### config.mk
export PLATFORM = sky130hd
export DESIGN_NAME = cluster_last_core_power_election_unit_flat
export DESIGN_NICKNAME = d
export VERILOG_FILES = /design/src/rtl/core/clpe_pkg.sv /design/src/rtl/core/clpe_req_if.sv /design/src/rtl/core/clpe_rsp_if.sv /design/src/rtl/core/cluster_last_core_power_election_unit.sv /design/src/flat_wrapper.sv
export SDC_FILE = /design/constraint.sdc
export NUM_CORES = 1
export LEC_CHECK = 0
export BUFFER_PORTS_ARGS = -buffer_cell sky130_fd_sc_hd__buf_4
export CAP_MARGIN = 20
export CORE_AREA = 2 2 243 245
export DETAILED_ROUTE_END_ITERATION = 10
export DIE_AREA = 0 0 245 247
export PLACE_DENSITY = 0.68
export SLEW_MARGIN = 30
export SYNTH_ARGS = -nofsm -noshare
export SYNTH_HDL_FRONTEND = slang
export SYNTH_SLANG_ARGS = --single-unit
export TNS_END_PERCENT = 30
### constraint.sdc
create_clock -name i_clk -period 8.9 [get_ports i_clk]
set_clock_uncertainty 0.05 [all_clocks]
set_input_delay 0 -clock i_clk [delete_from_list [all_inputs] [get_ports i_clk]]
set_output_delay 0 -clock i_clk [all_outputs]
set_load 0.005 [all_outputs]
### src/rtl/core/clpe_pkg.sv
`timescale 1ns / 1ps
// ----------------------------------------------------------------------------
// clpe_pkg
// Shared widths, codes and helpers of the cluster power election block.
// ----------------------------------------------------------------------------
package clpe_pkg;

    // payload widths
    localparam int OP_W   = 2;
    localparam int CORE_W = 2;
    localparam int IDX_W  = 3;
    localparam int TIME_W = 48;
    localparam int SID_W  = 32;
    localparam int RES_W  = 16;
    localparam int CFG_IDX_W  = 3;
    localparam int CFG_DATA_W = 64;

    // StateID affinity field
    localparam int         AFF_SHIFT = 24;
    localparam logic [1:0] AFF_MASK  = 2'h3;

    // event codes
    typedef enum logic [OP_W-1:0] {
        OP_ENTER   = 2'd0,
        OP_EXIT    = 2'd1,
        OP_IPI_SET = 2'd2,
        OP_IPI_CLR = 2'd3
    } t_op;

    // configuration register indexes
    localparam logic [CFG_IDX_W-1:0] REG_CLUSTER_ENABLE = 3'd0;
    localparam logic [CFG_IDX_W-1:0] REG_ONLINE_MASK    = 3'd1;
    localparam logic [CFG_IDX_W-1:0] REG_STATE_ID_1     = 3'd2;
    localparam logic [CFG_IDX_W-1:0] REG_STATE_ID_2     = 3'd3;
    localparam logic [CFG_IDX_W-1:0] REG_STATE_ID_3     = 3'd4;
    localparam logic [CFG_IDX_W-1:0] REG_STATE_ID_4     = 3'd5;
    localparam logic [CFG_IDX_W-1:0] REG_RESIDENCY      = 3'd6;

    // a StateID with nonzero affinity bits powers down the cluster
    function automatic logic is_cluster_id(input logic [SID_W-1:0] sid);
        return (sid[AFF_SHIFT +: 2] & AFF_MASK) != 2'b00;
    endfunction

endpackage

### src/rtl/core/clpe_req_if.sv
`timescale 1ns / 1ps
// ----------------------------------------------------------------------------
// clpe_req_if
// Event channel: enter, exit and IPI events with valid/ready handshake.
// ----------------------------------------------------------------------------
interface clpe_req_if;
    logic                          valid;
    logic                          ready;
    clpe_pkg::t_op                 op;
    logic [clpe_pkg::CORE_W-1:0]   core;
    logic [clpe_pkg::IDX_W-1:0]    state_index;
    logic [clpe_pkg::TIME_W-1:0]   now_us;
    logic [clpe_pkg::TIME_W-1:0]   next_wake_us;

    modport source (output valid, op, core, state_index, now_us, next_wake_us,
                    input ready);
    modport sink   (input valid, op, core, state_index, now_us, next_wake_us,
                    output ready);
endinterface

### src/rtl/core/clpe_rsp_if.sv
`timescale 1ns / 1ps
// ----------------------------------------------------------------------------
// clpe_rsp_if
// Grant channel: granted idle index and StateID with valid/ready handshake.
// ----------------------------------------------------------------------------
interface clpe_rsp_if;
    logic                         valid;
    logic                         ready;
    logic [clpe_pkg::IDX_W-1:0]   granted_index;
    logic [clpe_pkg::SID_W-1:0]   suspend_param;
    logic                         demoted;

    modport source (output valid, granted_index, suspend_param, demoted,
                    input ready);
    modport sink   (input valid, granted_index, suspend_param, demoted,
                    output ready);
endinterface

### src/rtl/core/cluster_last_core_power_election_unit.sv
`timescale 1ns / 1ps
// ----------------------------------------------------------------------------
// cluster_last_core_power_election_unit
// Idle-entry election of one cluster: grants or demotes cluster power states.
// ----------------------------------------------------------------------------
// Usage:
//   i_req carries core events. Exit and IPI events update the idle and
//   pending flags at the transfer and give no result.
//   An enter event gives one result on o_rsp: granted index, its StateID
//   and the demotion flag. Above index 0 it also marks the core idle and
//   stores its wake time; a WFI entry (index 0) skips the scan.
//   Any other entry walks all core slots one per cycle, then runs the time
//   gap in two more passes through the same 50-bit subtractor. Events for
//   a core at or above CORES are dropped without a result. i_req.ready is
//   high only while no entry is in progress; a finished result waits in
//   the output register while o_rsp.ready is low, and later events are
//   still taken; a later entry's result waits in S_DONE for the register.
//   Configuration is written through i_cfg_we/i_cfg_idx/i_cfg_data while
//   the block is idle, a rule for the user that the block does not
//   enforce. Synchronous reset clears the flags, the stored wake times
//   and the result, and loads the register reset values.
// ----------------------------------------------------------------------------
module cluster_last_core_power_election_unit #(
    parameter int CORES      = 4,
    parameter int NUM_STATES = 4
) (
    input  logic                               i_clk,
    input  logic                               i_rst_n,
    input  logic                               i_cfg_we,
    input  logic [clpe_pkg::CFG_IDX_W-1:0]     i_cfg_idx,
    input  logic [clpe_pkg::CFG_DATA_W-1:0]    i_cfg_data,
    clpe_req_if.sink                           i_req,
    clpe_rsp_if.source                         o_rsp
);

    // only cores reachable by the core field and the online mask take part
    localparam int NC = (CORES < 4) ? CORES : 4;
    localparam int CW = (NC > 1) ? $clog2(NC) : 1;
    localparam int UW = clpe_pkg::TIME_W + 2;

    typedef enum logic [2:0] {
        S_IDLE,
        S_SCAN,
        S_DIFF,
        S_CMP,
        S_DONE
    } t_state;

    // configuration registers
    logic                          r_cluster_enable;
    logic [3:0]                    r_online_mask;
    logic [clpe_pkg::SID_W-1:0]    r_state_id [4];
    logic [63:0]                   r_residency;

    // cluster state
    logic [NC-1:0]                 r_idle;
    logic [NC-1:0]                 r_ipi;
    logic [clpe_pkg::TIME_W-1:0]   r_wake [NC];

    // sequencer
    t_state                        r_state;
    logic [CW-1:0]                 r_cnt;
    logic [CW-1:0]                 r_me;
    logic [clpe_pkg::TIME_W-1:0]   r_now;
    logic [clpe_pkg::TIME_W-1:0]   r_earliest;
    logic                          r_any;
    logic                          r_fail;
    logic [UW-1:0]                 r_diff;
    logic                          r_cl_req;
    logic [clpe_pkg::IDX_W-1:0]    r_idx;
    logic [clpe_pkg::IDX_W-1:0]    r_lower;
    logic [clpe_pkg::RES_W-1:0]    r_res;
    logic [clpe_pkg::IDX_W-1:0]    r_gidx;
    logic                          r_dem;

    // output register
    logic                          r_out_valid;
    logic [clpe_pkg::IDX_W-1:0]    r_out_idx;
    logic [clpe_pkg::SID_W-1:0]    r_out_sid;
    logic                          r_out_dem;

    logic                          w_accept;
    logic                          w_core_ok;
    logic [CW-1:0]                 w_core;
    logic [clpe_pkg::IDX_W-1:0]    w_idx_c;
    logic [clpe_pkg::SID_W-1:0]    w_sid [8];
    logic [clpe_pkg::IDX_W-1:0]    w_lower;
    logic [clpe_pkg::RES_W-1:0]    w_res;
    logic [NC-1:0]                 w_online;
    logic [UW-1:0]                 w_a;
    logic [UW-1:0]                 w_b;
    logic [UW-1:0]                 n_sub;
    logic                          w_out_free;
    logic                          w_ok;

    // configuration writes
    always_ff @(posedge i_clk) begin
        if (!i_rst_n) begin
            r_cluster_enable <= 1'b1;
            r_online_mask    <= 4'hF;
            r_state_id[0]    <= '0;
            r_state_id[1]    <= '0;
            r_state_id[2]    <= '0;
            r_state_id[3]    <= '0;
            r_residency      <= '0;
        end else if (i_cfg_we) begin
            case (i_cfg_idx)
                clpe_pkg::REG_CLUSTER_ENABLE: r_cluster_enable <= i_cfg_data[0];
                clpe_pkg::REG_ONLINE_MASK:    r_online_mask    <= i_cfg_data[3:0];
                clpe_pkg::REG_STATE_ID_1:     r_state_id[0]    <= i_cfg_data[31:0];
                clpe_pkg::REG_STATE_ID_2:     r_state_id[1]    <= i_cfg_data[31:0];
                clpe_pkg::REG_STATE_ID_3:     r_state_id[2]    <= i_cfg_data[31:0];
                clpe_pkg::REG_STATE_ID_4:     r_state_id[3]    <= i_cfg_data[31:0];
                clpe_pkg::REG_RESIDENCY:      r_residency      <= i_cfg_data;
                default: ;
            endcase
        end
    end

    // StateID per index, zero for WFI and for indexes without a register
    always_comb begin
        w_sid[0] = '0;
        w_sid[1] = r_state_id[0];
        w_sid[2] = r_state_id[1];
        w_sid[3] = r_state_id[2];
        w_sid[4] = r_state_id[3];
        w_sid[5] = '0;
        w_sid[6] = '0;
        w_sid[7] = '0;
    end

    // request decode
    assign w_accept  = i_req.valid && i_req.ready;
    assign w_core_ok = 32'(i_req.core) < CORES;
    assign w_core    = CW'(i_req.core);
    assign w_idx_c   = (32'(i_req.state_index) > NUM_STATES) ?
                       clpe_pkg::IDX_W'(NUM_STATES) : i_req.state_index;
    assign w_online  = NC'(r_online_mask);

    // deepest core-only state below the request
    always_comb begin
        w_lower = '0;
        for (int j = 1; j < 8; j++) begin
            if (clpe_pkg::IDX_W'(j) < w_idx_c && !clpe_pkg::is_cluster_id(w_sid[j])) begin
                w_lower = clpe_pkg::IDX_W'(j);
            end
        end
    end

    // residency of the requested index
    always_comb begin
        case (w_idx_c)
            3'd1:    w_res = r_residency[15:0];
            3'd2:    w_res = r_residency[31:16];
            3'd3:    w_res = r_residency[47:32];
            3'd4:    w_res = r_residency[63:48];
            default: w_res = '0;
        endcase
    end

    // shared subtractor: wake minimum, time gap, residency compare
    always_comb begin
        case (r_state)
            S_SCAN: begin
                w_a = {2'b00, r_wake[r_cnt]};
                w_b = {2'b00, r_earliest};
            end
            S_DIFF: begin
                w_a = {2'b00, r_earliest};
                w_b = {2'b00, r_now};
            end
            S_CMP: begin
                w_a = r_diff;
                w_b = {{(UW - clpe_pkg::RES_W){1'b0}}, r_res};
            end
            default: begin
                w_a = '0;
                w_b = '0;
            end
        endcase
        n_sub = w_a - w_b;
    end

    assign w_out_free = !r_out_valid || o_rsp.ready;
    assign w_ok       = !r_fail && (!r_any || !n_sub[UW-1]);

    // sequencer, flags and output register
    always_ff @(posedge i_clk) begin
        if (!i_rst_n) begin
            r_state     <= S_IDLE;
            r_idle      <= '0;
            r_ipi       <= '0;
            r_out_valid <= 1'b0;
            for (int c = 0; c < NC; c++) begin
                r_wake[c] <= '0;
            end
        end else begin
            if (o_rsp.ready) begin
                r_out_valid <= 1'b0;
            end
            case (r_state)
                S_IDLE: begin
                    if (w_accept && w_core_ok) begin
                        case (i_req.op)
                            clpe_pkg::OP_EXIT:    r_idle[w_core] <= 1'b0;
                            clpe_pkg::OP_IPI_SET: r_ipi[w_core]  <= 1'b1;
                            clpe_pkg::OP_IPI_CLR: r_ipi[w_core]  <= 1'b0;
                            default: begin
                                r_idx    <= w_idx_c;
                                r_lower  <= w_lower;
                                r_res    <= w_res;
                                r_cl_req <= clpe_pkg::is_cluster_id(w_sid[w_idx_c]);
                                r_me     <= w_core;
                                r_now    <= i_req.now_us;
                                r_cnt    <= '0;
                                r_any    <= 1'b0;
                                r_fail   <= 1'b0;
                                if (w_idx_c == '0) begin
                                    r_gidx  <= '0;
                                    r_dem   <= 1'b0;
                                    r_state <= S_DONE;
                                end else begin
                                    r_idle[w_core] <= 1'b1;
                                    r_wake[w_core] <= i_req.next_wake_us;
                                    r_state        <= S_SCAN;
                                end
                            end
                        endcase
                    end
                end
                S_SCAN: begin
                    // one core slot per cycle, only online cores checked
                    if (w_online[r_cnt]) begin
                        if (!r_idle[r_cnt] || (r_cnt != r_me && r_ipi[r_cnt])) begin
                            r_fail <= 1'b1;
                        end
                        if (!r_any || n_sub[UW-1]) begin
                            r_earliest <= r_wake[r_cnt];
                        end
                        r_any <= 1'b1;
                    end
                    if (r_cnt == CW'(NC - 1)) begin
                        r_state <= S_DIFF;
                    end else begin
                        r_cnt <= r_cnt + 1'b1;
                    end
                end
                S_DIFF: begin
                    r_diff  <= n_sub;
                    r_state <= S_CMP;
                end
                S_CMP: begin
                    if (r_cl_req && r_lower != '0 && (!r_cluster_enable || !w_ok)) begin
                        r_gidx <= r_lower;
                        r_dem  <= 1'b1;
                    end else begin
                        r_gidx <= r_idx;
                        r_dem  <= 1'b0;
                    end
                    r_state <= S_DONE;
                end
                S_DONE: begin
                    if (w_out_free) begin
                        r_out_valid <= 1'b1;
                        r_out_idx   <= r_gidx;
                        r_out_sid   <= w_sid[r_gidx];
                        r_out_dem   <= r_dem;
                        r_state     <= S_IDLE;
                    end
                end
                default: r_state <= S_IDLE;
            endcase
        end
    end

    // channel drive
    assign i_req.ready         = (r_state == S_IDLE);
    assign o_rsp.valid         = r_out_valid;
    assign o_rsp.granted_index = r_out_idx;
    assign o_rsp.suspend_param = r_out_sid;
    assign o_rsp.demoted       = r_out_dem;

    // a demoted grant always lands on a core-only state
    a_demoted_core_only: assert property (@(posedge i_clk) disable iff (!i_rst_n)
        (o_rsp.valid && o_rsp.demoted) |->
        (o_rsp.granted_index != '0 && !clpe_pkg::is_cluster_id(o_rsp.suspend_param)))
        else $error("demoted grant is not a core-only state");

    // WFI grant carries no StateID and no demotion
    a_wfi_grant: assert property (@(posedge i_clk) disable iff (!i_rst_n)
        (o_rsp.valid && o_rsp.granted_index == '0) |->
        (o_rsp.suspend_param == '0 && !o_rsp.demoted))
        else $error("WFI grant with StateID or demotion");

    // granted index never passes the state count
    a_grant_range: assert property (@(posedge i_clk) disable iff (!i_rst_n)
        o_rsp.valid |-> (32'(o_rsp.granted_index) <= NUM_STATES))
        else $error("granted index out of range");

endmodule

### src/flat_wrapper.sv
// flat-port wrapper written by rule: the top's interface ports become plain ports
module cluster_last_core_power_election_unit_flat 
#(
    parameter int CORES      = 4,
    parameter int NUM_STATES = 4
)
  (i_clk, i_rst_n, i_cfg_we, i_cfg_idx, i_cfg_data, i_req_valid, i_req_op, i_req_core, i_req_state_index, i_req_now_us, i_req_next_wake_us, i_req_ready, o_rsp_valid, o_rsp_granted_index, o_rsp_suspend_param, o_rsp_demoted, o_rsp_ready);
  clpe_req_if i_req_i ();
  clpe_rsp_if o_rsp_i ();
  input  logic i_clk;
  input  logic i_rst_n;
  input  logic i_cfg_we;
  input  logic [clpe_pkg::CFG_IDX_W-1:0] i_cfg_idx;
  input  logic [clpe_pkg::CFG_DATA_W-1:0] i_cfg_data;
  input wire logic [$bits(i_req_i.valid)-1:0] i_req_valid;
  input wire logic [$bits(i_req_i.op)-1:0] i_req_op;
  input wire logic [$bits(i_req_i.core)-1:0] i_req_core;
  input wire logic [$bits(i_req_i.state_index)-1:0] i_req_state_index;
  input wire logic [$bits(i_req_i.now_us)-1:0] i_req_now_us;
  input wire logic [$bits(i_req_i.next_wake_us)-1:0] i_req_next_wake_us;
  output wire logic [$bits(i_req_i.ready)-1:0] i_req_ready;
  output wire logic [$bits(o_rsp_i.valid)-1:0] o_rsp_valid;
  output wire logic [$bits(o_rsp_i.granted_index)-1:0] o_rsp_granted_index;
  output wire logic [$bits(o_rsp_i.suspend_param)-1:0] o_rsp_suspend_param;
  output wire logic [$bits(o_rsp_i.demoted)-1:0] o_rsp_demoted;
  input wire logic [$bits(o_rsp_i.ready)-1:0] o_rsp_ready;
  assign i_req_i.valid = i_req_valid;
  assign i_req_i.op = i_req_op;
  assign i_req_i.core = i_req_core;
  assign i_req_i.state_index = i_req_state_index;
  assign i_req_i.now_us = i_req_now_us;
  assign i_req_i.next_wake_us = i_req_next_wake_us;
  assign i_req_ready = i_req_i.ready;
  assign o_rsp_valid = o_rsp_i.valid;
  assign o_rsp_granted_index = o_rsp_i.granted_index;
  assign o_rsp_suspend_param = o_rsp_i.suspend_param;
  assign o_rsp_demoted = o_rsp_i.demoted;
  assign o_rsp_i.ready = o_rsp_ready;
  cluster_last_core_power_election_unit #(.CORES(CORES), .NUM_STATES(NUM_STATES)) u_core (.i_clk(i_clk), .i_rst_n(i_rst_n), .i_cfg_we(i_cfg_we), .i_cfg_idx(i_cfg_idx), .i_cfg_data(i_cfg_data), .i_req(i_req_i), .o_rsp(o_rsp_i));
endmodule
Word-level counts from Yosys, hierarchy flattened --
Memories as Yosys holds them, arrays and structs flattened. A register that Yosys moved wholly into a read port is not among the register bits. Index checks and enable logic that the tools add are counted.
Storage, ports and cells: memories 2, register bits after elaboration 296, logic and storage cells 228, RAM bits 320, input bits 175, output and inout bits 38
Cells by class: reductions and logical operators 57, equality and inequality tests 28, bitwise gates (word level) 13, add/sub/neg operators 2, muxes and demuxes 88, magnitude comparators 13
Memory list:
- u_core.r_wake | words 4, width 48, read ports 1, clocked after Yosys merged registers in 1, write ports 4, line cluster_last_core_power_election_unit.sv:58 | logic [clpe_pkg::TIME_W-1:0] r_wake [NC];
- u_core.r_state_id | words 4, width 32, read ports 4, clocked after Yosys merged registers in 0, write ports 4, line cluster_last_core_power_election_unit.sv:52 | logic [clpe_pkg::SID_W-1:0] r_state_id [4];
Operators by type and width (number):
- 32-bit binary-select mux with 3-bit select | 2
- 32-bit two-way mux | 6
- 50-bit one-hot mux with 3 select lines | 1
- 48-bit one-hot mux with 3 select lines | 1
- 16-bit one-hot mux with 4 select lines | 1
- 26-bit two-way mux | 2
- 50-bit by 48-bit subtractor with 50-bit output | 1
- 48-bit two-way mux | 1
- 48-bit OR reduction | 1
- 1-bit two-way mux | 42
- 3-bit two-way mux | 10
- 3-bit by 2-bit equality test with 1-bit output, second input constant | 6
- 2-bit two-way mux | 9
- 4-bit one-hot mux with 2 select lines | 2
- 4-bit AND reduction | 4
- 2-bit nonzero test | 8
- 3-bit equality test, second input constant | 5
- 3-bit one-hot mux with 5 select lines | 1
- 5-bit AND reduction | 3
- 3-bit < comparator, first input constant | 4
- 1-bit zero test | 11
- 1-bit logical AND | 10
- 2-bit != test, second input constant | 5
- 3-bit by 1-bit equality test with 1-bit output, second input constant | 3
- other kinds (32) | 62

Longest topological paths before layout --
depth after elaboration 11, mapped depth 17, depth with buffers taken out 15

Least setup slack after synthesis --
No wires, ideal clock.
kind register to register, start point register with a tool-made name, end point register u_core.r_earliest[0] (netlist name), read port of u_core.r_wake (enable), stages on the path, launching flop included 16, path slack 2.091 ns, buffers on the path 1, period minus slack after synthesis 6.809 ns, arrival 6.277 ns, cell sequence dfxtp_1 buf_1 mux4_2 mux2_2 a22oi_1 nor2_1 ha_1 a21o_1 a211o_1 o211ai_1 a21oi_1 o21bai_1 and2_1 a21oi_1 nand3b_1 a31oi_1
RTL lines:
- to (decl) | line cluster_last_core_power_election_unit.sv:65 | logic [clpe_pkg::TIME_W-1:0] r_earliest;

==> results.yml <==
timing:
  tns_ns: 0
  hold_viol: 0
  rsz0062_at_grt: "no"
  period_share: 0.712
  fmax_mhz: 158
  drv_slew: 0
  relSlewSlack: 0.341
  setup_viol: 0
  min_period_ns: 6.34
  tightestPinTransition_ns: 0.987
die:
  dieArea_sq_um: 60500
  rows: 89
  die_h_microns: 247
  core_sq_um: 58200
  io_pins: 213
  die_x_microns: 245
  start_util: 0.493
cts:
  cts_inserted_buffers: 67
  clockRootBuffer: "clkbuf_16"
  clkTransAtPathRegs_ns: 0.06
  cts_tree: "done"
  cts.repair.resized: 0
  htreeDepth: 3
  clkLatencyLatePin_ns: 0.61
  clk_path_buf_depth: 3
  numClockSinks: 618
route:
  dr.pass1.iters: 6
  viasPerCell: 5.75
  antenna_left: 0
  vias: 20208
  wl_per_cell_microns: 21.9
  drt_wl_total_microns: 77200
  drc: 0
  drtIter0Drc: 1967
yosys:
  ys_warn_count: 0
  synth_cells: 2340
  async_flop_share: 0
  synth.avg_cell_area_sq_um: 12.3
  synthDistinctLibCells: 75
  synth_seq_cells: 618
  synth_edf_count: 535
  synth_area_sq_um: 28700
  seq_area_frac_synth: 0.618
  synth_nets: 2565
  synth_ff_type: "edfxtp_1"
grt:
  grt_max_degree: 74
  grt.overflow.total: 0
  busiest_layer: "met2"
  grt_pass1_vias: 20389
  antenna_found_initial: 0
  met1_usage: 0.341
  grt_pass1_wl_microns: 118000
  track_usage: 0.256
  use_met3: 0.0479
  globalRouteMet2Util: 0.422
place:
  gp_congestion: 0.908
  portBuffers: 212
  hpwl_microns: 47400
  place_area_sq_um: 31100
setup_path:
  cp_data_required_time_ns: 9.09
  path_max_fanout: 29
  cp-end-kind: "flip-flop"
  crit_type: "flip-flop to flip-flop"
  cp-start-kind: "flip-flop"
  crit_arrival_ns: 6.52
finish:
  multi_input_area_sq_um: 10200
  fin_nets: 2915
  drive_gt1_frac: 0.194
  final_area_sq_um: 35100
  layout_common_cells: "edfxtp_1 (535), nor2_1 (247), buf_4 (242)"
  final_common_cell: "edfxtp_1"
  fill_cells: 4479
  register_area_sq_um: 17700
  syn_to_final_growth_pct: 22.2
power:
  peakVddDrop_uv: 175
  p_leak_nw: 13.2
  p_per_area_nw_per_um2: 199
run:
  drv.max_cap_violation_count: 0
worst_hold_path:
  hold_class: "primary input to flip-flop"
outcome:
  status: "finished, final reports clean"
==> Yosys cell counts (all sizes together), types with 7 or more instances <==
cell,n,area (sq um)
nor3,14,70.1
and3,9,56.3
o21a,10,75.1
mux2i,38,380
and2,138,863
ha,49,613
nand2,242,908
mux2,82,923
dfxtp,83,1660
mux4,49,1100
a21o,28,210
a221oi,21,190
or2,19,119
inv,91,342
nand2b,10,62.6
nand3,10,50.1
xor2,13,114
a21oi,149,746
buf,30,126
xnor2,27,236
nor2,251,942
o211ai,11,82.6
a22oi,126,946
nand4,9,62.6
o21ai,40,215
nor3b,7,52.6
nor2b,18,113
clkbuf,119,447
o22ai,33,206
o21bai,9,67.6
edfxtp,535,16100
==> through the flow <==
step	util	worst slack [ns]	total power [mW]	std cells	hold WS, ns
after global routing	0.602	2.09	7.21	3514	0.0497
after CTS	0.602	2.52	6.99	3514	0.000747
after floorplan	-	2.09	3.95	2340	0.0489
after detailed placement	0.534	2.53	4.23	3208	0.129
final	0.602	2.56	6.96	3516	0.0355
after global placement	0.533	2.65	4.22	3207	0.128
==> power breakdown <==
part           leakage (nW)  switching [mW]  total [mW]  internal (mW)
logic                  6.35           0.520       0.924          0.405
clock network          1.03            1.14        2.71           1.57
registers              5.86          0.0404        3.33           3.29
total                  13.2            1.70        6.96           5.27
==> sequential cells by signal, summed over array words and instances (netlist names), 4 cells and up, named ones only <==
name,count
u_core.r_earliest,48
u_core.r_diff,50
u_core.o_rsp.suspend_param,32
u_core.r_res,16
u_core.r_state_id,128
u_core.r_residency,64
u_core.r_now,48
u_core.r_wake,192
u_core.r_online_mask,4
==> area by class of cell <==
cell class / count / area share
repair buffers: 430 / 0.106
flip-flops and latches: 618 / 0.506
multi-input cells: 1481 / 0.290
clock buffers: 87 / 0.0511
inverters: 92 / 0.00985
well taps: 773 / 0.0276
diodes: 2 / 0.000143
clock inverters: 33 / 0.00917
==> critical path, stage by stage, from the launching register on <==
cell,delay [ns]
dfxtp_4,0.68
buf_4,0.61
mux4_2,0.60
mux2_2,0.28
a22oi_1,0.14
nor2_1,0.07
ha_1,0.44
nand2_1,0.16
o21a_1,0.23
o221a_1,0.25
or4_4,0.51
and2_1,0.17
a21oi_1,0.20
o311ai_1,0.18
a31oi_4,0.81
buf_4,0.55
==> cell families after synthesis <==
logic type,Yosys count,share of synthesized area
AOI/OAI and AO/OA,477,0.112
muxes,169,0.0839
xor gates and xnor gates,40,0.0122
and+or+nand+nor,744,0.120
DFF,618,0.618
other,1,0.000131
adders and majority gates,50,0.0221
buffers and inverters,241,0.0320
==> metal layers <==
metal	vias to the layer above	part of all wire
met5	-	0
met4	0	0.033
met3	147	0.080
met2	884	0.47
met1	9884	0.42
li1	9293	-
==> path summary, 6_finish.rpt <==
path                                    from                                    to  slack, ns  cells past startpoint
setup / recovery                   flip-flop        u_core.r_earliest[9]$_DFFE_PP_       2.56                     15
hold / removal                      i_cfg_we  u_core.r_cluster_enable$_SDFFE_PN1P_       0.04                      4
setup reg to reg                   flip-flop        u_core.r_earliest[9]$_DFFE_PP_       2.56                     15
hold reg to reg   u_core.r_dem$_SDFFCE_PP0P_        u_core.o_rsp.demoted$_DFFE_PP_       0.39                      0
==> timing repair <==
item | 4_1_cts | 5_1_grt
setup buffers | 0 | 0
hold buffers | 186 | 0
hold endpoints to repair | 483 | 0
Note: power is estimated with default switching activity, not from simulation.
